File: src/hdl/pcxl_pkg.sv
package pcxl_pkg;

  // image limits and file layout
  localparam int MAX_DIM       = 1024;
  localparam int MAX_CODES     = 1048576;
  localparam int HEADER_BYTES  = 128;
  localparam int PALETTE_BYTES = 768;

  // derived widths
  localparam int DIM_W  = $clog2(MAX_DIM + 1);
  localparam int PIX_W  = $clog2(MAX_DIM * MAX_DIM + 1);
  localparam int CODE_W = $clog2(MAX_CODES + 1);
  localparam int POS_W  = $clog2(PALETTE_BYTES);
  localparam int SIZE_W = 17;
  localparam int RUN_W  = 6;

  // signature bytes, first byte in the low lane
  localparam logic [31:0] SIG_WORD = 32'h0801050a;
  localparam logic [1:0]  RUN_MARK = 2'b11;

  // header byte positions
  localparam logic [POS_W-1:0] POS_SIG_END = POS_W'(3);
  localparam logic [POS_W-1:0] POS_XLO     = POS_W'(8);
  localparam logic [POS_W-1:0] POS_XHI     = POS_W'(9);
  localparam logic [POS_W-1:0] POS_YLO     = POS_W'(10);
  localparam logic [POS_W-1:0] POS_YHI     = POS_W'(11);
  localparam logic [POS_W-1:0] POS_HDR_END = POS_W'(HEADER_BYTES - 1);
  localparam logic [POS_W-1:0] POS_PAL_END = POS_W'(PALETTE_BYTES - 1);

  // command queue
  localparam int Q_DEPTH = 4;
  localparam int Q_PTR_W = $clog2(Q_DEPTH);
  localparam int Q_CNT_W = $clog2(Q_DEPTH + 1);

  typedef enum logic [2:0] {
    PH_IDLE,
    PH_HEADER,
    PH_CODE,
    PH_VALUE,
    PH_SKIP,
    PH_PALETTE
  } phase_t;

  typedef enum logic [2:0] {
    K_HEADER  = 3'd0,
    K_PIXEL   = 3'd1,
    K_PALETTE = 3'd2,
    K_BADSIG  = 3'd3,
    K_TOOBIG  = 3'd4
  } kind_t;

  // one queued command: a result repeated cnt times
  typedef struct packed {
    kind_t             kind;
    logic [7:0]        value;
    logic [SIZE_W-1:0] width;
    logic [SIZE_W-1:0] height;
    logic [RUN_W-1:0]  cnt;
    logic              last;
  } cmd_t;

  typedef struct packed {
    logic full;
    logic empty;
  } q_status_t;

endpackage

File: src/hdl/pcxl_front.sv
module pcxl_front (
  input  logic               clk,
  input  logic               rst,
  input  logic               src_valid,
  output logic               src_stall,
  input  logic               start_of_file,
  input  logic [7:0]         byte_value,
  input  pcxl_pkg::q_status_t q_status,
  output logic               cmd_wr,
  output pcxl_pkg::cmd_t     cmd
);

  pcxl_pkg::phase_t                  phase, phase_e, phase_next;
  logic [pcxl_pkg::POS_W-1:0]        pos, pos_e, pos_next;
  logic [pcxl_pkg::SIZE_W-1:0]       img_w, img_w_e, img_w_next;
  logic [pcxl_pkg::SIZE_W-1:0]       img_h, img_h_e, img_h_next;
  logic [pcxl_pkg::PIX_W-1:0]        pix_left, pix_left_e, pix_left_next;
  logic [pcxl_pkg::CODE_W-1:0]       codes, codes_e, codes_next;
  logic [pcxl_pkg::RUN_W-1:0]        pend, pend_e, pend_next;
  logic                              sig_ok, sig_ok_e, sig_ok_next;

  logic                              accept;
  logic                              sig_now;
  logic [pcxl_pkg::SIZE_W-1:0]       w_full, h_full;
  logic                              too_big;
  logic [2*pcxl_pkg::DIM_W-1:0]      area;
  logic [pcxl_pkg::CODE_W-1:0]       codes_inc;
  logic                              is_run;
  logic [pcxl_pkg::PIX_W-1:0]        pix_dec, pix_run;
  logic [pcxl_pkg::RUN_W-1:0]        run_cnt;
  logic                              code_done, run_done, pal_fin;

  assign src_stall = q_status.full;
  assign accept    = src_valid && !src_stall;

  // state as seen by this item: a file start restarts parsing
  always_comb begin
    if (start_of_file) begin
      phase_e    = pcxl_pkg::PH_HEADER;
      pos_e      = '0;
      img_w_e    = '0;
      img_h_e    = '0;
      pix_left_e = '0;
      codes_e    = '0;
      pend_e     = '0;
      sig_ok_e   = 1'b1;
    end else begin
      phase_e    = phase;
      pos_e      = pos;
      img_w_e    = img_w;
      img_h_e    = img_h;
      pix_left_e = pix_left;
      codes_e    = codes;
      pend_e     = pend;
      sig_ok_e   = sig_ok;
    end
  end

  // byte classification and counters
  always_comb begin
    sig_now   = sig_ok_e && (byte_value == pcxl_pkg::SIG_WORD[pos_e[1:0]*8 +: 8]);
    w_full    = pcxl_pkg::SIZE_W'({byte_value, img_w_e[7:0]}) + pcxl_pkg::SIZE_W'(1);
    h_full    = pcxl_pkg::SIZE_W'({byte_value, img_h_e[7:0]}) + pcxl_pkg::SIZE_W'(1);
    too_big   = (img_w_e > pcxl_pkg::SIZE_W'(pcxl_pkg::MAX_DIM)) ||
                (h_full > pcxl_pkg::SIZE_W'(pcxl_pkg::MAX_DIM));
    area      = img_w_e[pcxl_pkg::DIM_W-1:0] * img_h_e[pcxl_pkg::DIM_W-1:0];
    codes_inc = codes_e + pcxl_pkg::CODE_W'(1);
    is_run    = (byte_value[7:6] == pcxl_pkg::RUN_MARK);
    pix_dec   = pix_left_e - pcxl_pkg::PIX_W'(1);
    run_cnt   = (pcxl_pkg::PIX_W'(pend_e) > pix_left_e) ?
                pix_left_e[pcxl_pkg::RUN_W-1:0] : pend_e;
    pix_run   = pix_left_e - pcxl_pkg::PIX_W'(run_cnt);
    code_done = (pix_dec == '0) || (codes_inc >= pcxl_pkg::CODE_W'(pcxl_pkg::MAX_CODES));
    run_done  = (pix_run == '0) || (codes_e >= pcxl_pkg::CODE_W'(pcxl_pkg::MAX_CODES));
    pal_fin   = (pos_e >= pcxl_pkg::POS_PAL_END);
  end

  // next phase
  always_comb begin
    phase_next = phase_e;
    unique case (phase_e)
      pcxl_pkg::PH_IDLE: phase_next = pcxl_pkg::PH_IDLE;
      pcxl_pkg::PH_HEADER: begin
        if (pos_e == pcxl_pkg::POS_SIG_END && !sig_now) begin
          phase_next = pcxl_pkg::PH_IDLE;
        end else if (pos_e == pcxl_pkg::POS_YHI && too_big) begin
          phase_next = pcxl_pkg::PH_IDLE;
        end else if (pos_e >= pcxl_pkg::POS_HDR_END) begin
          phase_next = pcxl_pkg::PH_CODE;
        end
      end
      pcxl_pkg::PH_CODE: begin
        if (is_run) begin
          phase_next = pcxl_pkg::PH_VALUE;
        end else begin
          phase_next = code_done ? pcxl_pkg::PH_SKIP : pcxl_pkg::PH_CODE;
        end
      end
      pcxl_pkg::PH_VALUE: phase_next = run_done ? pcxl_pkg::PH_SKIP : pcxl_pkg::PH_CODE;
      pcxl_pkg::PH_SKIP: phase_next = pcxl_pkg::PH_PALETTE;
      pcxl_pkg::PH_PALETTE: phase_next = pal_fin ? pcxl_pkg::PH_IDLE : pcxl_pkg::PH_PALETTE;
      default: phase_next = pcxl_pkg::PH_IDLE;
    endcase
  end

  // register updates and commands for the queue
  always_comb begin
    pos_next      = pos_e;
    img_w_next    = img_w_e;
    img_h_next    = img_h_e;
    pix_left_next = pix_left_e;
    codes_next    = codes_e;
    pend_next     = pend_e;
    sig_ok_next   = sig_ok_e;
    cmd_wr        = 1'b0;
    cmd.kind      = pcxl_pkg::K_PIXEL;
    cmd.value     = byte_value;
    cmd.width     = '0;
    cmd.height    = '0;
    cmd.cnt       = pcxl_pkg::RUN_W'(1);
    cmd.last      = 1'b1;
    unique case (phase_e)
      pcxl_pkg::PH_IDLE: begin
        cmd_wr = 1'b0;
      end
      pcxl_pkg::PH_HEADER: begin
        pos_next = pos_e + pcxl_pkg::POS_W'(1);
        if (pos_e <= pcxl_pkg::POS_SIG_END) begin
          sig_ok_next = sig_now;
          if (pos_e == pcxl_pkg::POS_SIG_END && !sig_now) begin
            cmd_wr    = accept;
            cmd.kind  = pcxl_pkg::K_BADSIG;
            cmd.value = '0;
            cmd.last  = 1'b0;
          end
        end else if (pos_e == pcxl_pkg::POS_XLO) begin
          img_w_next = pcxl_pkg::SIZE_W'(byte_value);
        end else if (pos_e == pcxl_pkg::POS_XHI) begin
          img_w_next = w_full;
        end else if (pos_e == pcxl_pkg::POS_YLO) begin
          img_h_next = pcxl_pkg::SIZE_W'(byte_value);
        end else if (pos_e == pcxl_pkg::POS_YHI) begin
          img_h_next = h_full;
          cmd_wr     = accept;
          cmd.kind   = too_big ? pcxl_pkg::K_TOOBIG : pcxl_pkg::K_HEADER;
          cmd.value  = '0;
          cmd.width  = img_w_e;
          cmd.height = h_full;
          cmd.last   = 1'b0;
        end
        if (pos_e >= pcxl_pkg::POS_HDR_END) begin
          pix_left_next = area[pcxl_pkg::PIX_W-1:0];
          codes_next    = '0;
          pos_next      = '0;
        end
      end
      pcxl_pkg::PH_CODE: begin
        codes_next = codes_inc;
        if (is_run) begin
          pend_next = byte_value[pcxl_pkg::RUN_W-1:0];
        end else begin
          pix_left_next = pix_dec;
          cmd_wr        = accept;
        end
      end
      pcxl_pkg::PH_VALUE: begin
        pix_left_next = pix_run;
        pend_next     = '0;
        cmd_wr        = accept && (run_cnt != '0);
        cmd.cnt       = run_cnt;
      end
      pcxl_pkg::PH_SKIP: begin
        pos_next = '0;
      end
      pcxl_pkg::PH_PALETTE: begin
        pos_next = pal_fin ? '0 : pos_e + pcxl_pkg::POS_W'(1);
        cmd_wr   = accept;
        cmd.kind = pcxl_pkg::K_PALETTE;
        cmd.last = pal_fin;
      end
      default: begin
        cmd_wr = 1'b0;
      end
    endcase
  end

  // parser state
  always_ff @(posedge clk) begin
    if (rst) begin
      phase    <= pcxl_pkg::PH_IDLE;
      pos      <= '0;
      img_w    <= '0;
      img_h    <= '0;
      pix_left <= '0;
      codes    <= '0;
      pend     <= '0;
      sig_ok   <= 1'b1;
    end else if (accept) begin
      phase    <= phase_next;
      pos      <= pos_next;
      img_w    <= img_w_next;
      img_h    <= img_h_next;
      pix_left <= pix_left_next;
      codes    <= codes_next;
      pend     <= pend_next;
      sig_ok   <= sig_ok_next;
    end
  end

endmodule

File: src/hdl/pcxl_queue.sv
module pcxl_queue (
  input  logic                clk,
  input  logic                rst,
  input  logic                wr_en,
  input  pcxl_pkg::cmd_t      wr_cmd,
  input  logic                rd_en,
  output pcxl_pkg::cmd_t      rd_cmd,
  output pcxl_pkg::q_status_t status
);

  pcxl_pkg::cmd_t               mem [pcxl_pkg::Q_DEPTH];
  logic [pcxl_pkg::Q_PTR_W-1:0] wr_ptr, rd_ptr;
  logic [pcxl_pkg::Q_CNT_W-1:0] count;

  assign status.full  = (count == pcxl_pkg::Q_CNT_W'(pcxl_pkg::Q_DEPTH));
  assign status.empty = (count == '0);
  assign rd_cmd       = mem[rd_ptr];

  // storage
  always_ff @(posedge clk) begin
    if (wr_en) begin
      mem[wr_ptr] <= wr_cmd;
    end
  end

  // pointers and fill level
  always_ff @(posedge clk) begin
    if (rst) begin
      wr_ptr <= '0;
      rd_ptr <= '0;
      count  <= '0;
    end else begin
      if (wr_en) begin
        wr_ptr <= wr_ptr + pcxl_pkg::Q_PTR_W'(1);
      end
      if (rd_en) begin
        rd_ptr <= rd_ptr + pcxl_pkg::Q_PTR_W'(1);
      end
      unique case ({wr_en, rd_en})
        2'b10:   count <= count + pcxl_pkg::Q_CNT_W'(1);
        2'b01:   count <= count - pcxl_pkg::Q_CNT_W'(1);
        default: count <= count;
      endcase
    end
  end

  // no overflow, no underflow
  a_no_overflow: assert property (@(posedge clk) disable iff (rst)
    !(wr_en && status.full))
    else $error("command written into a full queue");

  a_no_underflow: assert property (@(posedge clk) disable iff (rst)
    rd_en |-> !status.empty)
    else $error("command taken from an empty queue");

endmodule

File: src/hdl/pcxl_back.sv
module pcxl_back (
  input  logic                       clk,
  input  logic                       rst,
  input  pcxl_pkg::q_status_t        q_status,
  input  pcxl_pkg::cmd_t             q_cmd,
  output logic                       q_rd,
  output logic                       dst_valid,
  input  logic                       dst_stall,
  output logic [2:0]                 kind,
  output logic [7:0]                 value,
  output logic [pcxl_pkg::SIZE_W-1:0] width,
  output logic [pcxl_pkg::SIZE_W-1:0] height,
  output logic                       last
);

  pcxl_pkg::cmd_t               cur;
  logic [pcxl_pkg::RUN_W-1:0]   rem;
  logic                         busy;
  logic                         taken, final_one;

  assign taken     = busy && !dst_stall;
  assign final_one = (rem == pcxl_pkg::RUN_W'(1));
  assign q_rd      = !q_status.empty && (!busy || (taken && final_one));

  assign dst_valid = busy;
  assign kind      = cur.kind;
  assign value     = cur.value;
  assign width     = cur.width;
  assign height    = cur.height;
  assign last      = cur.last && final_one;

  // run expansion: hold a command until its count is used up
  always_ff @(posedge clk) begin
    if (rst) begin
      busy <= 1'b0;
      rem  <= '0;
    end else if (q_rd) begin
      busy <= 1'b1;
      rem  <= q_cmd.cnt;
    end else if (taken) begin
      rem <= rem - pcxl_pkg::RUN_W'(1);
      if (final_one) begin
        busy <= 1'b0;
      end
    end
  end

  always_ff @(posedge clk) begin
    if (q_rd) begin
      cur <= q_cmd;
    end
  end

  // a held command always has items left
  a_rem_live: assert property (@(posedge clk) disable iff (rst)
    busy |-> rem != '0)
    else $error("output busy with no items left");

  a_stall_hold: assert property (@(posedge clk) disable iff (rst)
    (busy && dst_stall) |=> busy && $stable(cur) && $stable(rem))
    else $error("stalled output item changed");

endmodule

File: src/hdl/pcx_rle_image_loader.sv
// path: a taken byte's command is written into the command queue and is then loaded
//   into the output stage register, which offers it as the result
// throughput: one input byte per cycle while the queue is not full; a run of n
//   pixels gives n output items while the four-entry command queue keeps taking
//   bytes until it fills
// reset: synchronous, clears the parser to waiting for a file start and empties
//   the queue and output stage
module pcx_rle_image_loader (
  input  logic                       clk,
  input  logic                       rst,
  input  logic                       src_valid,
  output logic                       src_stall,
  input  logic                       start_of_file,
  input  logic [7:0]                 byte_value,
  output logic                       dst_valid,
  input  logic                       dst_stall,
  output logic [2:0]                 kind,
  output logic [7:0]                 value,
  output logic [pcxl_pkg::SIZE_W-1:0] width,
  output logic [pcxl_pkg::SIZE_W-1:0] height,
  output logic                       last
);

  pcxl_pkg::q_status_t q_status;
  pcxl_pkg::cmd_t      wr_cmd, rd_cmd;
  logic                cmd_wr, cmd_rd;

  // header parse and code classification
  pcxl_front u_front (
    .clk           (clk),
    .rst           (rst),
    .src_valid     (src_valid),
    .src_stall     (src_stall),
    .start_of_file (start_of_file),
    .byte_value    (byte_value),
    .q_status      (q_status),
    .cmd_wr        (cmd_wr),
    .cmd           (wr_cmd)
  );

  // commands between parser and expander
  pcxl_queue u_queue (
    .clk    (clk),
    .rst    (rst),
    .wr_en  (cmd_wr),
    .wr_cmd (wr_cmd),
    .rd_en  (cmd_rd),
    .rd_cmd (rd_cmd),
    .status (q_status)
  );

  // run expansion and output stage
  pcxl_back u_back (
    .clk       (clk),
    .rst       (rst),
    .q_status  (q_status),
    .q_cmd     (rd_cmd),
    .q_rd      (cmd_rd),
    .dst_valid (dst_valid),
    .dst_stall (dst_stall),
    .kind      (kind),
    .value     (value),
    .width     (width),
    .height    (height),
    .last      (last)
  );

endmodule

File: config.mk
export PLATFORM = sky130hd
export DESIGN_NAME = pcx_rle_image_loader
export DESIGN_NICKNAME = d
export VERILOG_FILES = /design/src/hdl/pcxl_pkg.sv /design/src/hdl/pcxl_front.sv /design/src/hdl/pcxl_queue.sv /design/src/hdl/pcxl_back.sv /design/src/hdl/pcx_rle_image_loader.sv
export SDC_FILE = /design/constraint.sdc
export NUM_CORES = 1
export LEC_CHECK = 0
export BUFFER_PORTS_ARGS = -buffer_cell sky130_fd_sc_hd__buf_4
export CAP_MARGIN = 20
export CORE_MARGIN = 5
export CORE_UTILIZATION = 30
export CTS_CLUSTER_DIAMETER = 150
export DETAILED_ROUTE_END_ITERATION = 16
export PLACE_DENSITY = 0.58
export SLEW_MARGIN = 20
export SYNTH_ARGS = -nofsm -noshare
export SYNTH_HDL_FRONTEND = slang
export SYNTH_HIERARCHICAL = 1
export SYNTH_SLANG_ARGS = --single-unit
File: constraint.sdc
create_clock -name clk -period 7.15 [get_ports clk]
set_input_delay 1.0725 -clock clk [delete_from_list [all_inputs] [get_ports clk]]
set_output_delay 1.0725 -clock clk [all_outputs]
set_load 0.02 [all_outputs]
==> out/results.txt <==
status = finished clean
DRT antenna net count = 0
hold_buf cts = 0
largest net degree at the start of global routing = 93
EDFF count, synth = 254
Syn Area/Cell = 10.4 µm²
most common cell after layout, fill and taps aside = edfxtp_1
Synth area leaders = edfxtp_1 34%, dfxtp_1 9.5%, fa_1 7.3%
GP Congestion = 0.900
clock transition at the registers of the reported paths = 0.05 ns
Worst Setup Path Type = in -> reg
P per Cell Area = 217 nW/µm²
Fin. Hold Viols = 0
first drt pass iteration count = 6
All-Layer GR Usage = 14.7%
CTS root buffer = clkbuf_16
Wirelength per Cell = 19.0 µm
CTS Sinks = 360
crit path capture type = flop
# rows = 99
cell mode on critical path = inv_1
critical path's top delay family = compound AO/OA/AOI/OAI gates
Max IR drop VDD = 181 µV
Final nets = 2309
FF-to-FF setup slack = 1.36 ns
die height = 282 µm
number of distinct library cells after synthesis = 87
min-delay worst type = reg -> reg
Vias per Instance = 5.25
Worst Hold Depth = 2
slowest CP cell = a32oi_1
die footprint = 79700 µm²
hpwl dp = 42200 µm
LEAKAGE = 9.30 nW
# setup viols final = 0
drc violations = 0
Mapped Nets = 2317
top cell type by total area after synthesis = edfxtp_1
most frequent cells in the layout = 254 x edfxtp_1, 179 x nor2_1, 175 x nand2_1, 145 x inv_1, 124 x a21oi_1
H-tree lvl count = 2
CTS resizes = 0
Layout area overhead = 12.3%
CP max stage delay = 0.45 ns
diodes inserted = 0
sequential element share of the synthesized area = 43.8%
worst-path maximum fanout = 25
worst skew pair latency = 0.57 ns
max-slew violations = 0
IO buf count = 60
via count = 16381
total chip power = 5.42 mW
CP required = 7.58 ns
Tmin final = 6.14 ns
Main synth FF type = edfxtp_1
CTS tree = yes
I/O pin cnt = 61
remaining global-route overflow = 0
CTS Buffer Depth = 3
post-synthesis async set-or-reset flop share = 0%
MaxCap Viol Count = 0
Rel. slew slack = 28.6%
die width = 282 µm
Critical Path AT = 6.58 ns
Core ar. = 73300 µm²
Fin Setup TNS = 0 ns
DR iter-0 viols = 1471
global-route wire length before repair = 93700 µm
Post-Synthesis Cells = 2138
Max Clk Rate = 163 MHz
Synth Register Bits = 360
initial antenna violation count = 0
R2R depth = 19
CTS Buf Count = 41
CP bufs+invs = 7
RSZ-0062 raised after global routing = false
Hold EP = u_front/codes[17]
top-area cell type share of the netlist area = 34.3%
Post-CTS Setup Bufs = 0
initial core utilization = 30.4%
vias in the first global route = 16278
Worst-Margin Slew = 1.06 ns
DRT Wirelength = 59300 µm
startpoint class of the critical path = primary input
worst reg2reg path startpoint = u_front/img_w[6]
skew final = 0.0311 ns
Reg-to-Reg End = u_front/pix_left[19]
HP Start = u_front/codes[17]
Post-Syn Area = 22300 µm²
ratio of cells with drive above 1 in the final layout = 13.3%
period utilisation layout = 85.9%
Synth Warn # = 6
## per-stage QoR
stage	std cells	setup slack, ns	hold WS (ns)	area (µm²)	utilization [%]
6_report	3120	1.01	0.479	25000	34.1
5_1_grt	3120	0.762	0.517	25000	34.1
4_1_cts	3120	1.18	0.484	25000	34.1
3_5_place_dp	3046	0.598	0.473	23600	32.2
3_3_place_gp	3046	0.658	0.461	23600	32.2
2_1_floorplan	2138	0.0571	0.444	22300	-
## metal layers
metal / vias to the layer above / wire [µm] / global-route usage, % / share of wire [%]
met5: - / 0 / 0 / 0
met4: 0 / 1330 / 4.11 / 2.2
met3: 94 / 3660 / 2.58 / 6.2
met2: 574 / 28400 / 24.4 / 48
met1: 8101 / 25900 / 19.8 / 44
li1: 7612 / - / - / -
## tightest hold or removal path: stages, from the launching register on
cell and delay, ns:
dfxtp_1 0.31, o21ai_0 0.07, a21oi_1 0.06
## registers in the layout (all words and copies together) (netlist names), 8 cells and up, named ones only
name              flops
u_back/height        17
u_back/value          8
u_back/width         17
u_front/codes        21
u_front/img_h        11
u_front/img_w        17
u_front/pix_left     21
u_front/pos          10
u_queue/mem         208
## kinds of logic (layout without fill, tap and decap cells)
kind of cell | count (synthesis) | count (layout) | share of synthesized area (%)
flip-flops | 360 | 360 | 43.8
AND/OR/NAND/NOR | 725 | 725 | 16.6
AO/OA/AOI/OAI | 420 | 420 | 12.0
adder cells (fa/ha/maj) | 166 | 166 | 12.1
multiplexers | 67 | 67 | 5.99
XOR/XNOR | 71 | 71 | 2.79
buffers and inverters | 329 | 352 | 6.84
## synth_stat cells (50+ instances only)
| master | count |
|---|---|
| fa_1 | 81 |
| nor2_1 | 179 |
| o21ai_0 | 109 |
| a21oi_1 | 124 |
| ha_1 | 85 |
| edfxtp_1 | 254 |
| and2_1 | 88 |
| clkbuf_1 | 99 |
| nand2_1 | 175 |
| mux4_2 | 50 |
| dfxtp_1 | 106 |
| inv_1 | 146 |
## worst max-delay path by stage
stage | start | endpoint | slack (ns) | cells past startpoint
floorplan | start_of_file | u_front/pix_left[19] | 0.06 | 27
global placement | start_of_file | u_front/pix_left[19] | 0.66 | 21
detailed placement | start_of_file | u_front/pix_left[19] | 0.60 | 22
CTS | start_of_file | u_front/pix_left[19] | 1.18 | 22
global route | start_of_file | u_front/pix_left[19] | 0.76 | 22
finish | start_of_file | u_front/phase[2] | 1.01 | 25
## final cells by class
| type | count | area, µm² |
|---|---|---|
| clock buffers | 51 | 1100 |
| clock inverters | 23 | 268 |
| fillers | 7349 | 48300 |
| inverters | 147 | 552 |
| multi-input cells | 1449 | 11000 |
| flip-flops and latches | 360 | 9750 |
| well taps | 959 | 1200 |
| repair buffers | 131 | 1100 |
## where the power goes
group	switching, mW	internal (mW)	total (mW)	leakage, nW
Sequential	0.0654	2.36	2.42	3.30
Clock	0.874	1.26	2.13	0.662
Combinational	0.535	0.330	0.865	5.33
Power figures use the tool's default switching activity.
